==> src/design/dsw_pkg.sv <==
// Shared types, constants and helper functions for the sweep tuning word generator.
package dsw_pkg;

    localparam int FREQ_W     = 24;
    localparam int CNT_W      = 16;
    localparam int TW_W       = 28;
    localparam int HALF_W     = 14;
    localparam int WORD_W     = 16;
    localparam int WAVE_W     = 2;
    localparam int KIND_W     = 2;
    localparam int CFG_IDX_W  = 3;
    localparam int CFG_DATA_W = 24;

    localparam int MASTER_CLOCK_HZ_DEF = 25000000;
    localparam int QUEUE_DEPTH_DEF     = 4;

    localparam logic [FREQ_W-1:0] FREQ_MAX = '1;
    localparam logic [CNT_W-1:0]  CNT_MAX  = '1;

    localparam logic [WORD_W-1:0] CTRL_WORD     = 16'h2000;
    localparam logic [WORD_W-1:0] CHIP_RST_WORD = 16'h0100;
    localparam logic [WORD_W-1:0] TAG_CH0       = 16'h4000;
    localparam logic [WORD_W-1:0] TAG_CH1       = 16'h8000;
    localparam logic [WORD_W-1:0] WAVE_TRI_BITS = 16'h0002;
    localparam logic [WORD_W-1:0] WAVE_SQR_BITS = 16'h0028;

    localparam logic [CFG_IDX_W-1:0] CFG_SWEEP_ENABLE   = 3'd0;
    localparam logic [CFG_IDX_W-1:0] CFG_SWEEP_START_HZ = 3'd1;
    localparam logic [CFG_IDX_W-1:0] CFG_SWEEP_PERIOD   = 3'd2;
    localparam logic [CFG_IDX_W-1:0] CFG_STEP_INTERVAL  = 3'd3;
    localparam logic [CFG_IDX_W-1:0] CFG_STEP_HZ        = 3'd4;
    localparam logic [CFG_IDX_W-1:0] CFG_SWEEP_WAVE     = 3'd5;

    typedef enum logic [KIND_W-1:0] {
        KIND_TICK     = 2'd0,
        KIND_SET      = 2'd1,
        KIND_CHIP_RST = 2'd2
    } kind_t;

    typedef enum logic [WAVE_W-1:0] {
        WAVE_SINE   = 2'd0,
        WAVE_TRI    = 2'd1,
        WAVE_SQUARE = 2'd2
    } wave_t;

    typedef enum logic {
        OP_FREQ,
        OP_CHIP_RST
    } op_t;

    typedef enum logic [1:0] {
        SEQ_CTRL,
        SEQ_LSB,
        SEQ_MSB
    } seq_t;

    typedef struct packed {
        op_t               op;
        logic [FREQ_W-1:0] freq;
        logic              chan;
        logic [WAVE_W-1:0] wave;
    } cmd_t;

    typedef struct packed {
        op_t               op;
        logic [TW_W-1:0]   tw;
        logic              chan;
        logic [WAVE_W-1:0] wave;
    } tw_cmd_t;

    function automatic logic [WORD_W-1:0] ctrl_word(input logic [WAVE_W-1:0] code);
        logic [WORD_W-1:0] bits;
        unique case (wave_t'(code))
            WAVE_TRI:    bits = WAVE_TRI_BITS;
            WAVE_SQUARE: bits = WAVE_SQR_BITS;
            default:     bits = '0;
        endcase
        return CTRL_WORD | bits;
    endfunction

endpackage

==> src/design/dsw_front.sv <==
// Front end: configuration registers, input acceptance and sweep timing state.
module dsw_front (
    input  logic                          clk,
    input  logic                          rst_n,
    input  logic                          cfg_we,
    input  logic [dsw_pkg::CFG_IDX_W-1:0] cfg_index,
    input  logic [dsw_pkg::CFG_DATA_W-1:0] cfg_data,
    input  logic                          in_valid,
    output logic                          in_stall,
    input  logic [dsw_pkg::KIND_W-1:0]    kind,
    input  logic [dsw_pkg::FREQ_W-1:0]    frequency_hz,
    input  logic                          channel,
    input  logic [dsw_pkg::WAVE_W-1:0]    wave_shape,
    input  logic                          q_full,
    output logic                          q_push,
    output dsw_pkg::cmd_t                 q_data
);
    import dsw_pkg::*;

    logic              enable_reg;
    logic [FREQ_W-1:0] start_reg;
    logic [CNT_W-1:0]  period_reg;
    logic [CNT_W-1:0]  interval_reg;
    logic [FREQ_W-1:0] step_reg;
    logic [WAVE_W-1:0] wave_reg;

    logic [FREQ_W-1:0] freq_reg, freq_next;
    logic [CNT_W-1:0]  restart_reg, restart_next;
    logic [CNT_W-1:0]  since_step_reg, since_step_next;

    logic              accept;
    logic [CNT_W-1:0]  restart_inc;
    logic [CNT_W-1:0]  since_step_inc;
    logic [FREQ_W:0]   sum;

    assign in_stall = q_full;
    assign accept   = in_valid && !in_stall;

    assign restart_inc    = (restart_reg == CNT_MAX) ? restart_reg : restart_reg + 1'b1;
    assign since_step_inc = (since_step_reg == CNT_MAX) ? since_step_reg
                                                        : since_step_reg + 1'b1;
    assign sum = {1'b0, freq_reg} + {1'b0, step_reg};

    always_comb
    begin
        freq_next       = freq_reg;
        restart_next    = restart_reg;
        since_step_next = since_step_reg;
        q_push          = 1'b0;
        q_data.op       = OP_FREQ;
        q_data.freq     = frequency_hz;
        q_data.chan     = channel;
        q_data.wave     = wave_shape;
        if (accept)
        begin
            unique case (kind_t'(kind))
                KIND_SET:
                begin
                    q_push = 1'b1;
                end
                KIND_CHIP_RST:
                begin
                    q_push    = 1'b1;
                    q_data.op = OP_CHIP_RST;
                end
                KIND_TICK:
                begin
                    if (enable_reg)
                    begin
                        q_data.chan = 1'b0;
                        q_data.wave = wave_reg;
                        if (restart_inc > period_reg)
                        begin
                            freq_next       = start_reg;
                            restart_next    = '0;
                            since_step_next = '0;
                            q_push          = 1'b1;
                            q_data.freq     = start_reg;
                        end
                        else if (since_step_inc >= interval_reg)
                        begin
                            freq_next       = sum[FREQ_W] ? FREQ_MAX : sum[FREQ_W-1:0];
                            restart_next    = restart_inc;
                            since_step_next = '0;
                            q_push          = 1'b1;
                            q_data.freq     = freq_next;
                        end
                        else
                        begin
                            restart_next    = restart_inc;
                            since_step_next = since_step_inc;
                        end
                    end
                end
                default:
                begin
                    q_push = 1'b0;
                end
            endcase
        end
    end

    always_ff @(posedge clk or negedge rst_n)
    begin
        if (!rst_n)
        begin
            enable_reg     <= 1'b0;
            start_reg      <= FREQ_W'(1);
            period_reg     <= CNT_W'(1);
            interval_reg   <= CNT_W'(1);
            step_reg       <= FREQ_W'(1);
            wave_reg       <= WAVE_W'(WAVE_SINE);
            freq_reg       <= FREQ_W'(1);
            restart_reg    <= '0;
            since_step_reg <= '0;
        end
        else
        begin
            freq_reg       <= freq_next;
            restart_reg    <= restart_next;
            since_step_reg <= since_step_next;
            if (cfg_we)
            begin
                unique case (cfg_index)
                    CFG_SWEEP_ENABLE:   enable_reg   <= cfg_data[0];
                    CFG_SWEEP_START_HZ: start_reg    <= cfg_data[FREQ_W-1:0];
                    CFG_SWEEP_PERIOD:   period_reg   <= cfg_data[CNT_W-1:0];
                    CFG_STEP_INTERVAL:  interval_reg <= cfg_data[CNT_W-1:0];
                    CFG_STEP_HZ:        step_reg     <= cfg_data[FREQ_W-1:0];
                    CFG_SWEEP_WAVE:     wave_reg     <= cfg_data[WAVE_W-1:0];
                    default:            enable_reg   <= enable_reg;
                endcase
            end
        end
    end

endmodule

==> src/design/dsw_fifo.sv <==
// Short command queue between the front end and the word emitter.
module dsw_fifo #(
    parameter int DEPTH = dsw_pkg::QUEUE_DEPTH_DEF
) (
    input  logic          clk,
    input  logic          rst_n,
    input  logic          push,
    input  dsw_pkg::cmd_t push_data,
    output logic          full,
    input  logic          pop,
    output dsw_pkg::cmd_t pop_data,
    output logic          empty
);
    import dsw_pkg::*;

    localparam int AW = $clog2(DEPTH);
    localparam int CW = $clog2(DEPTH + 1);

    cmd_t            mem_reg [DEPTH];
    logic [AW-1:0]   wr_ptr_reg, wr_ptr_next;
    logic [AW-1:0]   rd_ptr_reg, rd_ptr_next;
    logic [CW-1:0]   count_reg, count_next;
    logic            do_push;
    logic            do_pop;

    assign full     = (count_reg == CW'(DEPTH));
    assign empty    = (count_reg == '0);
    assign do_push  = push && !full;
    assign do_pop   = pop && !empty;
    assign pop_data = mem_reg[rd_ptr_reg];

    always_comb
    begin
        wr_ptr_next = wr_ptr_reg;
        rd_ptr_next = rd_ptr_reg;
        count_next  = count_reg;
        if (do_push)
        begin
            wr_ptr_next = (wr_ptr_reg == AW'(DEPTH - 1)) ? '0 : wr_ptr_reg + 1'b1;
        end
        if (do_pop)
        begin
            rd_ptr_next = (rd_ptr_reg == AW'(DEPTH - 1)) ? '0 : rd_ptr_reg + 1'b1;
        end
        if (do_push && !do_pop)
        begin
            count_next = count_reg + 1'b1;
        end
        else if (do_pop && !do_push)
        begin
            count_next = count_reg - 1'b1;
        end
    end

    always_ff @(posedge clk or negedge rst_n)
    begin
        if (!rst_n)
        begin
            wr_ptr_reg <= '0;
            rd_ptr_reg <= '0;
            count_reg  <= '0;
        end
        else
        begin
            wr_ptr_reg <= wr_ptr_next;
            rd_ptr_reg <= rd_ptr_next;
            count_reg  <= count_next;
        end
    end

    always_ff @(posedge clk)
    begin
        if (do_push)
        begin
            mem_reg[wr_ptr_reg] <= push_data;
        end
    end

    a_count_bound: assert property (@(posedge clk) disable iff (!rst_n)
        count_reg <= CW'(DEPTH))
        else $error("Queue count exceeds depth.");

endmodule

==> src/design/dsw_conv.sv <==
// Pipelined conversion of a frequency in hertz to a 28-bit tuning word.
module dsw_conv #(
    parameter int MASTER_CLOCK_HZ = dsw_pkg::MASTER_CLOCK_HZ_DEF
) (
    input  logic             clk,
    input  logic             rst_n,
    input  logic             in_valid,
    output logic             in_ready,
    input  dsw_pkg::cmd_t    in_cmd,
    output logic             out_valid,
    input  logic             out_ready,
    output dsw_pkg::tw_cmd_t out_cmd
);
    import dsw_pkg::*;

    localparam int MW    = $clog2(MASTER_CLOCK_HZ + 1);
    localparam int SHIFT = FREQ_W + TW_W + 1;
    localparam longint unsigned RECIP = (64'd1 << SHIFT) / MASTER_CLOCK_HZ;
    localparam int RW    = $clog2(RECIP + 1);
    localparam int LO_W  = RW / 2;
    localparam int HI_W  = RW - LO_W;
    localparam int SUM_W = (FREQ_W + RW > SHIFT + 1) ? FREQ_W + RW : SHIFT + 1;
    localparam int QS    = SHIFT - TW_W;
    localparam logic [RW-1:0] RECIP_V  = RW'(RECIP);
    localparam logic [MW:0]   M_V      = (MW + 1)'(MASTER_CLOCK_HZ);
    localparam logic [MW+1:0] TWO_M_V  = (MW + 2)'(2 * MASTER_CLOCK_HZ);

    logic [3:0] v_reg;
    logic [4:0] rdy;

    cmd_t                   c1_reg, c2_reg, c3_reg;
    logic [FREQ_W+LO_W-1:0] p_lo_reg;
    logic [FREQ_W+HI_W-1:0] p_hi_reg;
    logic [TW_W-1:0]        q2_reg, q3_reg;
    logic [MW:0]            rem_reg;
    tw_cmd_t                c4_reg;

    logic [SUM_W-1:0]       sum;
    logic [2*MW+1:0]        mprod;

    assign rdy[4] = out_ready;
    assign rdy[3] = !v_reg[3] || rdy[4];
    assign rdy[2] = !v_reg[2] || rdy[3];
    assign rdy[1] = !v_reg[1] || rdy[2];
    assign rdy[0] = !v_reg[0] || rdy[1];

    assign in_ready  = rdy[0];
    assign out_valid = v_reg[3];
    assign out_cmd   = c4_reg;

    assign sum   = SUM_W'(p_lo_reg) + (SUM_W'(p_hi_reg) << LO_W);
    assign mprod = (2 * MW + 2)'(q2_reg[MW:0]) * (2 * MW + 2)'(M_V[MW-1:0]);

    always_ff @(posedge clk or negedge rst_n)
    begin
        if (!rst_n)
        begin
            v_reg <= '0;
        end
        else
        begin
            if (rdy[0])
            begin
                v_reg[0] <= in_valid;
            end
            if (rdy[1])
            begin
                v_reg[1] <= v_reg[0];
            end
            if (rdy[2])
            begin
                v_reg[2] <= v_reg[1];
            end
            if (rdy[3])
            begin
                v_reg[3] <= v_reg[2];
            end
        end
    end

    always_ff @(posedge clk)
    begin
        if (rdy[0])
        begin
            c1_reg   <= in_cmd;
            p_lo_reg <= (FREQ_W + LO_W)'(in_cmd.freq) * (FREQ_W + LO_W)'(RECIP_V[LO_W-1:0]);
            p_hi_reg <= (FREQ_W + HI_W)'(in_cmd.freq) * (FREQ_W + HI_W)'(RECIP_V[RW-1:LO_W]);
        end
        if (rdy[1])
        begin
            c2_reg <= c1_reg;
            q2_reg <= sum[QS +: TW_W];
        end
        if (rdy[2])
        begin
            c3_reg  <= c2_reg;
            q3_reg  <= q2_reg;
            rem_reg <= (MW + 1)'(0) - mprod[MW:0];
        end
        if (rdy[3])
        begin
            c4_reg.op   <= c3_reg.op;
            c4_reg.chan <= c3_reg.chan;
            c4_reg.wave <= c3_reg.wave;
            c4_reg.tw   <= (rem_reg >= M_V) ? q3_reg + 1'b1 : q3_reg;
        end
    end

    a_rem_bound: assert property (@(posedge clk) disable iff (!rst_n)
        v_reg[2] |-> ({1'b0, rem_reg} < TWO_M_V))
        else $error("Tuning word estimate is off by more than one.");

endmodule

==> src/design/dsw_back.sv <==
// Back end: tuning word conversion and serialization of the control words.
module dsw_back #(
    parameter int MASTER_CLOCK_HZ = dsw_pkg::MASTER_CLOCK_HZ_DEF
) (
    input  logic                       clk,
    input  logic                       rst_n,
    input  logic                       q_empty,
    input  dsw_pkg::cmd_t              q_data,
    output logic                       q_pop,
    output logic                       out_valid,
    input  logic                       out_stall,
    output logic [dsw_pkg::WORD_W-1:0] word,
    output logic                       last
);
    import dsw_pkg::*;

    logic    conv_in_ready;
    logic    conv_valid;
    logic    conv_ready;
    tw_cmd_t conv_cmd;

    logic    busy_reg, busy_next;
    seq_t    seq_reg, seq_next;
    tw_cmd_t cmd_reg, cmd_next;

    logic              out_valid_reg, out_valid_next;
    logic [WORD_W-1:0] word_reg;
    logic              last_reg;

    logic              out_free;
    logic              cur_last;
    logic [WORD_W-1:0] tag;
    logic [WORD_W-1:0] word_sel;

    dsw_conv #(
        .MASTER_CLOCK_HZ(MASTER_CLOCK_HZ)
    ) u_conv (
        .clk      (clk),
        .rst_n    (rst_n),
        .in_valid (!q_empty),
        .in_ready (conv_in_ready),
        .in_cmd   (q_data),
        .out_valid(conv_valid),
        .out_ready(conv_ready),
        .out_cmd  (conv_cmd)
    );

    assign q_pop     = !q_empty && conv_in_ready;
    assign out_free  = !out_valid_reg || !out_stall;
    assign cur_last  = (cmd_reg.op == OP_CHIP_RST) || (seq_reg == SEQ_MSB);
    assign conv_ready = !busy_reg || (out_free && cur_last);

    assign out_valid = out_valid_reg;
    assign word      = word_reg;
    assign last      = last_reg;

    always_comb
    begin
        busy_next = busy_reg;
        seq_next  = seq_reg;
        cmd_next  = cmd_reg;
        if (busy_reg && out_free)
        begin
            if (cur_last)
            begin
                busy_next = 1'b0;
            end
            else
            begin
                seq_next = (seq_reg == SEQ_CTRL) ? SEQ_LSB : SEQ_MSB;
            end
        end
        if (conv_valid && conv_ready)
        begin
            busy_next = 1'b1;
            seq_next  = SEQ_CTRL;
            cmd_next  = conv_cmd;
        end
    end

    always_comb
    begin
        tag = cmd_reg.chan ? TAG_CH1 : TAG_CH0;
        unique case (seq_reg)
            SEQ_CTRL: word_sel = (cmd_reg.op == OP_CHIP_RST) ? CHIP_RST_WORD
                                                              : ctrl_word(cmd_reg.wave);
            SEQ_LSB:  word_sel = WORD_W'(cmd_reg.tw[HALF_W-1:0]) | tag;
            SEQ_MSB:  word_sel = WORD_W'(cmd_reg.tw[TW_W-1:HALF_W]) | tag;
            default:  word_sel = '0;
        endcase
        out_valid_next = out_free ? busy_reg : out_valid_reg;
    end

    always_ff @(posedge clk or negedge rst_n)
    begin
        if (!rst_n)
        begin
            busy_reg      <= 1'b0;
            seq_reg       <= SEQ_CTRL;
            out_valid_reg <= 1'b0;
        end
        else
        begin
            busy_reg      <= busy_next;
            seq_reg       <= seq_next;
            out_valid_reg <= out_valid_next;
        end
    end

    always_ff @(posedge clk)
    begin
        cmd_reg <= cmd_next;
        if (out_free && busy_reg)
        begin
            word_reg <= word_sel;
            last_reg <= cur_last;
        end
    end

    a_rst_single: assert property (@(posedge clk) disable iff (!rst_n)
        (busy_reg && cmd_reg.op == OP_CHIP_RST) |-> (seq_reg == SEQ_CTRL))
        else $error("Chip reset transaction advanced past its single word.");

    a_msb_last: assert property (@(posedge clk) disable iff (!rst_n)
        (busy_reg && out_free && seq_reg == SEQ_MSB) |=> (out_valid_reg && last_reg))
        else $error("High frequency word was not marked last.");

endmodule

==> src/design/dds_sweep_word_generator.sv <==
// Top level of the sweep tuning word generator for a 28-bit synthesis chip.
// Each accepted transaction is a millisecond tick, a set-frequency request or a chip
// reset; a set request or a sweep tick that steps or restarts yields three 16-bit words
// (control, low 14 bits, high 14 bits), a chip reset yields the single word 0x0100, and
// other ticks yield nothing. Input transactions are taken one per cycle while the
// command queue has room; the words leave at one per cycle from the output register
// while out_stall is low, three per frequency transaction and one per chip reset.
// The first word reaches the output register through the queue and the four-stage
// reciprocal multiply that computes floor(f * 2^28 / MASTER_CLOCK_HZ), then the word
// sequencer. No clearing pass follows reset.
module dds_sweep_word_generator #(
    parameter int MASTER_CLOCK_HZ = dsw_pkg::MASTER_CLOCK_HZ_DEF,
    parameter int QUEUE_DEPTH     = dsw_pkg::QUEUE_DEPTH_DEF
) (
    input  logic                           clk,
    input  logic                           rst_n,
    input  logic                           cfg_we,
    input  logic [dsw_pkg::CFG_IDX_W-1:0]  cfg_index,
    input  logic [dsw_pkg::CFG_DATA_W-1:0] cfg_data,
    input  logic                           in_valid,
    output logic                           in_stall,
    input  logic [dsw_pkg::KIND_W-1:0]     kind,
    input  logic [dsw_pkg::FREQ_W-1:0]     frequency_hz,
    input  logic                           channel,
    input  logic [dsw_pkg::WAVE_W-1:0]     wave_shape,
    output logic                           out_valid,
    input  logic                           out_stall,
    output logic [dsw_pkg::WORD_W-1:0]     word,
    output logic                           last
);
    import dsw_pkg::*;

    logic q_full;
    logic q_push;
    cmd_t q_push_data;
    logic q_pop;
    cmd_t q_pop_data;
    logic q_empty;

    dsw_front u_front (
        .clk         (clk),
        .rst_n       (rst_n),
        .cfg_we      (cfg_we),
        .cfg_index   (cfg_index),
        .cfg_data    (cfg_data),
        .in_valid    (in_valid),
        .in_stall    (in_stall),
        .kind        (kind),
        .frequency_hz(frequency_hz),
        .channel     (channel),
        .wave_shape  (wave_shape),
        .q_full      (q_full),
        .q_push      (q_push),
        .q_data      (q_push_data)
    );

    dsw_fifo #(
        .DEPTH(QUEUE_DEPTH)
    ) u_fifo (
        .clk      (clk),
        .rst_n    (rst_n),
        .push     (q_push),
        .push_data(q_push_data),
        .full     (q_full),
        .pop      (q_pop),
        .pop_data (q_pop_data),
        .empty    (q_empty)
    );

    dsw_back #(
        .MASTER_CLOCK_HZ(MASTER_CLOCK_HZ)
    ) u_back (
        .clk      (clk),
        .rst_n    (rst_n),
        .q_empty  (q_empty),
        .q_data   (q_pop_data),
        .q_pop    (q_pop),
        .out_valid(out_valid),
        .out_stall(out_stall),
        .word     (word),
        .last     (last)
    );

endmodule
==> config.mk <==
export PLATFORM = sky130hd
export DESIGN_NAME = dds_sweep_word_generator
export DESIGN_NICKNAME = d
export VERILOG_FILES = /design/src/design/dsw_pkg.sv /design/src/design/dsw_front.sv /design/src/design/dsw_fifo.sv /design/src/design/dsw_conv.sv /design/src/design/dsw_back.sv /design/src/design/dds_sweep_word_generator.sv
export SDC_FILE = /design/constraint.sdc
export NUM_CORES = 2
export LEC_CHECK = 0
export BUFFER_PORTS_ARGS = -buffer_cell sky130_fd_sc_hd__buf_4
export CORE_MARGIN = 8
export CORE_UTILIZATION = 54
export CTS_BUF_LIST = sky130_fd_sc_hd__clkbuf_8
export CTS_CLUSTER_DIAMETER = 30
export DETAILED_ROUTE_END_ITERATION = 7
export PLACE_DENSITY = 0.7
export SETUP_SLACK_MARGIN = 0.02
export SYNTH_ARGS = -nofsm -noshare
export SYNTH_HDL_FRONTEND = slang
export SYNTH_SLANG_ARGS = --single-unit
==> constraint.sdc <==
create_clock -name clk -period 15.29 [get_ports clk]
set_input_delay 3.058 -clock clk [delete_from_list [all_inputs] [get_ports clk]]
set_output_delay 3.058 -clock clk [all_outputs]
set_load 0.01 [all_outputs]
# Word-level counts from Yosys, hierarchy flattened

Memories as Yosys holds them, arrays and structs flattened.
Index checks and enable logic that the tools add are counted.

Add/subtract/negate cells: 10
$mul: 3
Div/mod/pow operators: 0
$lt $le $gt $ge: 3
Equality and inequality tests: 17
Shift-type cells: 0
Multiplexer cells: 37
Bitwise operators: 2
Reduce and logical (&&, ||, !) cells: 46

Operators with widths:

| kind                                                   | count |
|---|---|
| 2-to-1 mux 24 bit                                      | 5 |
| 2-to-1 mux 16 bit                                      | 6 |
| 2-to-1 mux 28 bit                                      | 2 |
| 2-to-1 mux 27 bit                                      | 2 |
| adder 36 x 53 -> 53 bit                                | 1 |
| one-hot mux 16 bit (3 select lines)                    | 1 |
| multiplier 24 x 14 -> 38 bit (second input constant)   | 1 |
| multiplier 24 x 11 -> 35 bit (second input constant)   | 1 |
| adder 16 x 1 -> 16 bit (second input constant)         | 2 |
| equality test 16 bit (second input constant)           | 2 |
| bitwise OR 14 x 16 -> 16 bit                           | 2 |
| adder 28 x 1 -> 28 bit (second input constant)         | 1 |
| >= comparator 26 x 25 -> 1 bit (second input constant) | 1 |
| multiplier 26 x 19 -> 20 bit (second input constant)   | 1 |
| subtractor 1 x 26 -> 26 bit (first input constant)     | 1 |
| adder 24 x 24 -> 25 bit                                | 1 |
| >= comparator 16 bit                                   | 1 |
| greater-than comparator 16 bit                         | 1 |
| AND reduction 2 bit                                    | 8 |
| 2-to-1 mux 14 bit                                      | 1 |
| 2-to-1 mux 2 bit                                       | 6 |
| one-hot mux 6 bit (2 select lines)                     | 1 |
| logical NOT 1 bit                                      | 11 |
| equality test 2 bit (second input constant)            | 5 |
| 19 further kinds                                       | 54 |

Flip-flop bits (word level): 402
Bits in latches: 0
RAM bits: 112
Bits in read-only memories: 0
Input port bits: 61
Output and inout port bits: 19
Memories: 1

Memories:

| memory         | depth | width | read ports | clocked after memory_dff | write ports | line           | text |
|---|---|---|---|---|---|---|---|
| u_fifo.mem_reg | 4     | 28    | 1          | 0                        | 1           | dsw_fifo.sv:19 | `cmd_t mem_reg [DEPTH];` |

# Longest topological paths before layout

Word-level depth: 13
Depth in mapped cells: 27
Mapped depth without buffers: 24

# Cells and area by module

A second synthesis with hierarchy kept.

Cells, all modules: 3104
Area total of the unflattened synthesis: 36578.8 sq um

By module, submodules not included:

| module    | times used | cells an instance | area each (sq um) |
|---|---|---|---|
| dsw_conv  | 1          | 1923              | 21390.5 |
| dsw_front | 1          | 880               | 8690.8 |
| dsw_fifo  | 1          | 183               | 4469.3 |
| dsw_back  | 1          | 118               | 2028.2 |

# Worst setup path before layout

No wires, ideal clock.

Path kind: in2reg
Start point: input port out_stall
End point: register u_fifo.count_reg[2]
Data arrival time: 8.167 ns
Setup slack: 7.044 ns
Cell stages on the path: 13
Buffers on the path: 0
Cell sequence: nand2_1 -> a21boi_0 -> nand3_1 -> inv_1 -> nand3_1 -> o31a_1 -> inv_1 -> ha_1 -> inv_1 -> fa_1 -> xor2_1 -> nor2_1 -> xor2_1

Word-level cells in the longest chain between the ends: 13
Elaborated cells between the ends (all ways): 15
Classes of those cells: mux: 1; reduce/logical: 14

RTL lines:

| item                                                          | line                           | text |
|---|---|---|
| start, declared                                               | dds_sweep_word_generator.sv:27 | `input logic out_stall,` |
| logical NOT 1 bit *                                           | dsw_back.sv:49                 | `assign out_free = !out_valid_reg \|\| !out_stall;` |
| logical OR 1 bit *                                            | dsw_back.sv:49                 |  |
| logical AND 1 bit *                                           | dsw_back.sv:51                 | `assign conv_ready = !busy_reg \|\| (out_free && cur_last);` |
| logical OR 1 bit *                                            | dsw_back.sv:51                 |  |
| logical OR 1 bit *                                            | dsw_conv.sv:42                 | `assign rdy[3] = !v_reg[3] \|\| rdy[4];` |
| logical OR 1 bit *                                            | dsw_conv.sv:43                 | `assign rdy[2] = !v_reg[2] \|\| rdy[3];` |
| via u_back.u_conv.rdy[2]                                      | dsw_conv.sv:29                 | `logic [4:0] rdy;` |
| logical OR 1 bit *                                            | dsw_conv.sv:44                 | `assign rdy[1] = !v_reg[1] \|\| rdy[2];` |
| logical OR 1 bit *                                            | dsw_conv.sv:45                 | `assign rdy[0] = !v_reg[0] \|\| rdy[1];` |
| logical AND 1 bit *                                           | dsw_back.sv:48                 | `assign q_pop = !q_empty && conv_in_ready;` |
| logical AND 1 bit *                                           | dsw_fifo.sv:29                 | `assign do_pop = pop && !empty;` |
| logical NOT 1 bit                                             | dsw_fifo.sv:45                 | `if (do_push && !do_pop)` |
| logical AND 1 bit                                             | dsw_fifo.sv:45                 |  |
| 2-to-1 mux 3 bit / nonzero test 2 bit (equally long branches) | n/a                            |  |
| end signal, assigned                                          | dsw_fifo.sv:67                 | `count_reg <= count_next;` |
| end, declared                                                 | dsw_fifo.sv:22                 | `logic [CW-1:0] count_reg, count_next;` |

Mark *: on every way through the listed nets, which the timed path passes. The rest lies on a longest branch.
A chain may end at the register's enable or synchronous reset.

# Worst setup path after layout

Start point: register u_fifo.rd_ptr_reg[0]
End point: register u_back.u_conv.p_hi_reg[36], data pin

Word-level cells in the longest chain between the ends: 2

RTL lines:

| item                         | line           | text |
|---|---|---|
| start, declared              | dsw_fifo.sv:21 | `logic [AW-1:0] rd_ptr_reg, rd_ptr_next;` |
| start signal, assigned       | dsw_fifo.sv:66 | `rd_ptr_reg <= rd_ptr_next;` |
| memory (4 x 28 bit)          | n/a            |  |
| multiplier 24 x 14 -> 38 bit | dsw_conv.sv:87 | `p_hi_reg <= (FREQ_W + HI_W)'(in_cmd.freq) * (FREQ_W + HI_W)'(RECIP_V[RW-1:LO_W]);` |
| end signal, assigned         | dsw_conv.sv:87 |  |
| end, declared                | dsw_conv.sv:33 | `logic [FREQ_W+HI_W-1:0] p_hi_reg;` |

Every way passes these cells.

==> results_dict.tcl <==
set metrics [dict create \
    final_nets 4041 \
    synth-edff-count 339 \
    drv_cap 0 \
    status "finished clean" \
    grt_pass1_vias 24700 \
    yosys_warnings 0 \
    tns_ns 0 \
    yosys.area.top_type "edfxtp_1" \
    postCtsResizedCells 0 \
    port_buffers 79 \
    syn_inst 3109 \
    max_freq_mhz 130 \
    slowest_delay_ns 0.83 \
    die_w_um 274 \
    post-route-drc-count 0 \
    cts_tree "built" \
    root_buffer "clkbuf_8" \
    hold_buffers 0 \
    crit_family "adder cells" \
    antenna_left 0 \
    initial_core_util 0.547 \
    dpl.hpwl_mm 63.3 \
    path_cells "buf_4 > mux4_2 > fa_1 > ha_1 > inv_1 > fa_1 > inv_1 > fa_1 > inv_1 > fa_1 > fa_1 > inv_1 > ha_1 > nand4_1 > a211oi_1 > a21oi_1 > o31ai_1 > a211oi_1 > o31ai_1 > a21o_1 > a21o_1 > xnor2_1" \
    ys_seq_elements 493 \
    viasPerCell 5.46 \
    antenna_found_initial 1 \
    dieArea_sq_um 75300 \
    worstSetupStartpointType "register" \
    async_reset_ff_frac 0.312 \
    worstMarginPinSlew_ns 1.25 \
    grt_max_degree 87 \
    numClockSinks 493 \
    syn_nets 3891 \
    post-route-min-period_ns 7.70 \
    synth.top_cells.by_count "inv_1, ha_1, edfxtp_1, fa_1, nor2_1" \
    cts-buffers-inserted 97 \
    drive_above_1_share 0.119 \
    grt_pass1_wl_mm 129 \
    track_usage 0.217 \
    ios 80 \
    slowest_stage "mux4_2" \
    final_max_slew_viol_count 0 \
    ys_seq_area_frac 0.389 \
    h-tree-depth 3 \
    drt_pass1_iterations 6 \
    synth_cell_types 69 \
    nFillCells 5218 \
    syn2layout_area_growth_pct 10.9 \
    initialDrtViolationCount 1465 \
    worst_hold_path_type "reg -> reg" \
    rsz0062_at_grt "no" \
    skew_ns 0.0511 \
    path_clk_slew_ns 0.06 \
    crit_type "reg -> reg" \
    post_cts_buffers 0 \
    core_area_sq_um 66000 \
    syn_area_sq_um 36100 \
    critPathMaxFanout 27 \
    maxSlewHeadroom 0.167 \
    grt.overflow.total 0 \
    synthTopCellsByArea "edfxtp_1, fa_1, ha_1" \
    place.gp.congestion 0.895 \
    setup_viol 0 \
    synth.most_common_cell "inv_1" \
    num_rows 94 \
    cpMostUsedCell "fa_1" \
    die_height_um 274 \
    worst-path-buf-inv 5 \
    finalWirelength_mm 80.3 \
    clock_path_buffers 3 \
    wl_per_cell_um 19.1 \
    fin_crit_sh 0.503 \
    cp.required_ns 15.73 \
    via_count 23000 \
    crit_path_end_kind "register" \
    seq_area_sq_um 14000 \
    yosysTopAreaCellShare 0.282 \
    largest_reg_flops 112 \
    clk_latency_ns 0.69 \
    yosys_most_used_dff "edfxtp_1" \
    crit_arrival_ns 8.13 \
    timing.final.hold_violations 0 \
    multi_input_area_sq_um 19700 \
    avgSynthCellArea_sq_um 11.6 \
]
[worst register-to-register path: cells and delay by family (launching register included)]
family                   cells  cell delay (ns)
flip-flops                   1             0.41
buffers and inverters        5             0.68
adder cells (fa/ha/maj)      7             3.35
AND/OR/NAND/NOR              1             0.17
AO/OA/AOI/OAI                7             1.90
multiplexers                 1             0.87
XOR/XNOR                     1             0.06
[layout make-up]
cell class / instances / share of cell area
clock inverter: 78 / 0.0213
tap: 864 / 0.0270
sequential: 493 / 0.351
clock buffer: 102 / 0.0351
inverter: 583 / 0.0547
multi-input combinational: 1988 / 0.493
antenna: 1 / 0.0000625
timing repair buffer: 96 / 0.0181
[through the flow]
stage | setup WS [ns] | area [sq um] | hold WS (ns) | cells | util
floorplan | 7.04 | 36100 | 0.400 | 3109 | -
global placement | 7.71 | 37800 | 0.402 | 4024 | 0.572
detailed placement | 7.59 | 37800 | 0.405 | 4024 | 0.572
CTS | 7.56 | 40000 | 0.417 | 4204 | 0.606
global route | 7.06 | 40000 | 0.419 | 4205 | 0.606
finish | 7.59 | 40000 | 0.413 | 4205 | 0.606
[placed cells by master, fill, tap and decap left out, drive strengths merged, types with 28 or more instances in the layout]
master,synthesis,layout
xnor2,136,136
dfrtp,149,149
clkbuf,40,102
nor3,35,35
nand4,29,29
clkinv,0,32
o21ai,89,89
ha,439,439
buf,5,96
nand2,136,136
mux4,28,28
edfxtp,339,339
xor2,57,57
nand3,48,48
mux2,80,80
nor2,185,185
a21oi,92,92
fa,282,282
a21o,49,49
inv,583,610
[final timing paths]
path	from	endpoint	slack, ns	cells after the start
worst max-delay path	u_fifo.rd_ptr_reg[0]$_DFFE_PN0P_	u_back.u_conv.p_hi_reg[36]$_DFFE_PN_	7.59	22
min in group asynchronous	rst_n	u_front.interval_reg[7]$_DFFE_PN0P_	2.43	1
worst min register to register	u_back.u_conv.out_cmd[2]$_DFFE_PP_	u_back.cmd_reg[2]$_DFFE_PP_	0.41	0
worst max register to register	u_fifo.rd_ptr_reg[0]$_DFFE_PN0P_	u_back.u_conv.p_hi_reg[36]$_DFFE_PN_	7.59	22
worst min-delay path	u_back.u_conv.out_cmd[2]$_DFFE_PP_	u_back.cmd_reg[2]$_DFFE_PP_	0.41	0
max in group asynchronous	rst_n	u_front.freq_reg[17]$_DFFE_PN0P_	11.45	2
[per-layer routing]
metal  vias up  global-route usage  wire length, um
li1      10900                   -                -
met2       540               0.374            39100
met3       130              0.0315             3650
met4         0              0.0686             2140
met1     11500               0.281            35300
met5         -                   0                0
[kinds of logic (layout without fill, tap and decap cells)]
family | count (synthesis) | after routing | synth area share
adders and majority gates | 721 | 721 | 0.309
buffers and inverters | 628 | 859 | 0.0653
and+or+nand+nor | 568 | 568 | 0.0751
DFF | 493 | 493 | 0.389
AOI/OAI and AO/OA | 386 | 386 | 0.0691
xor gates and xnor gates | 193 | 193 | 0.0468
muxes | 120 | 120 | 0.0458
other | 0 | 1 | 0
Power is left out: the tool's default activity adds up to more than one toggle a clock period on the data nets, which glitch-free logic cannot reach.
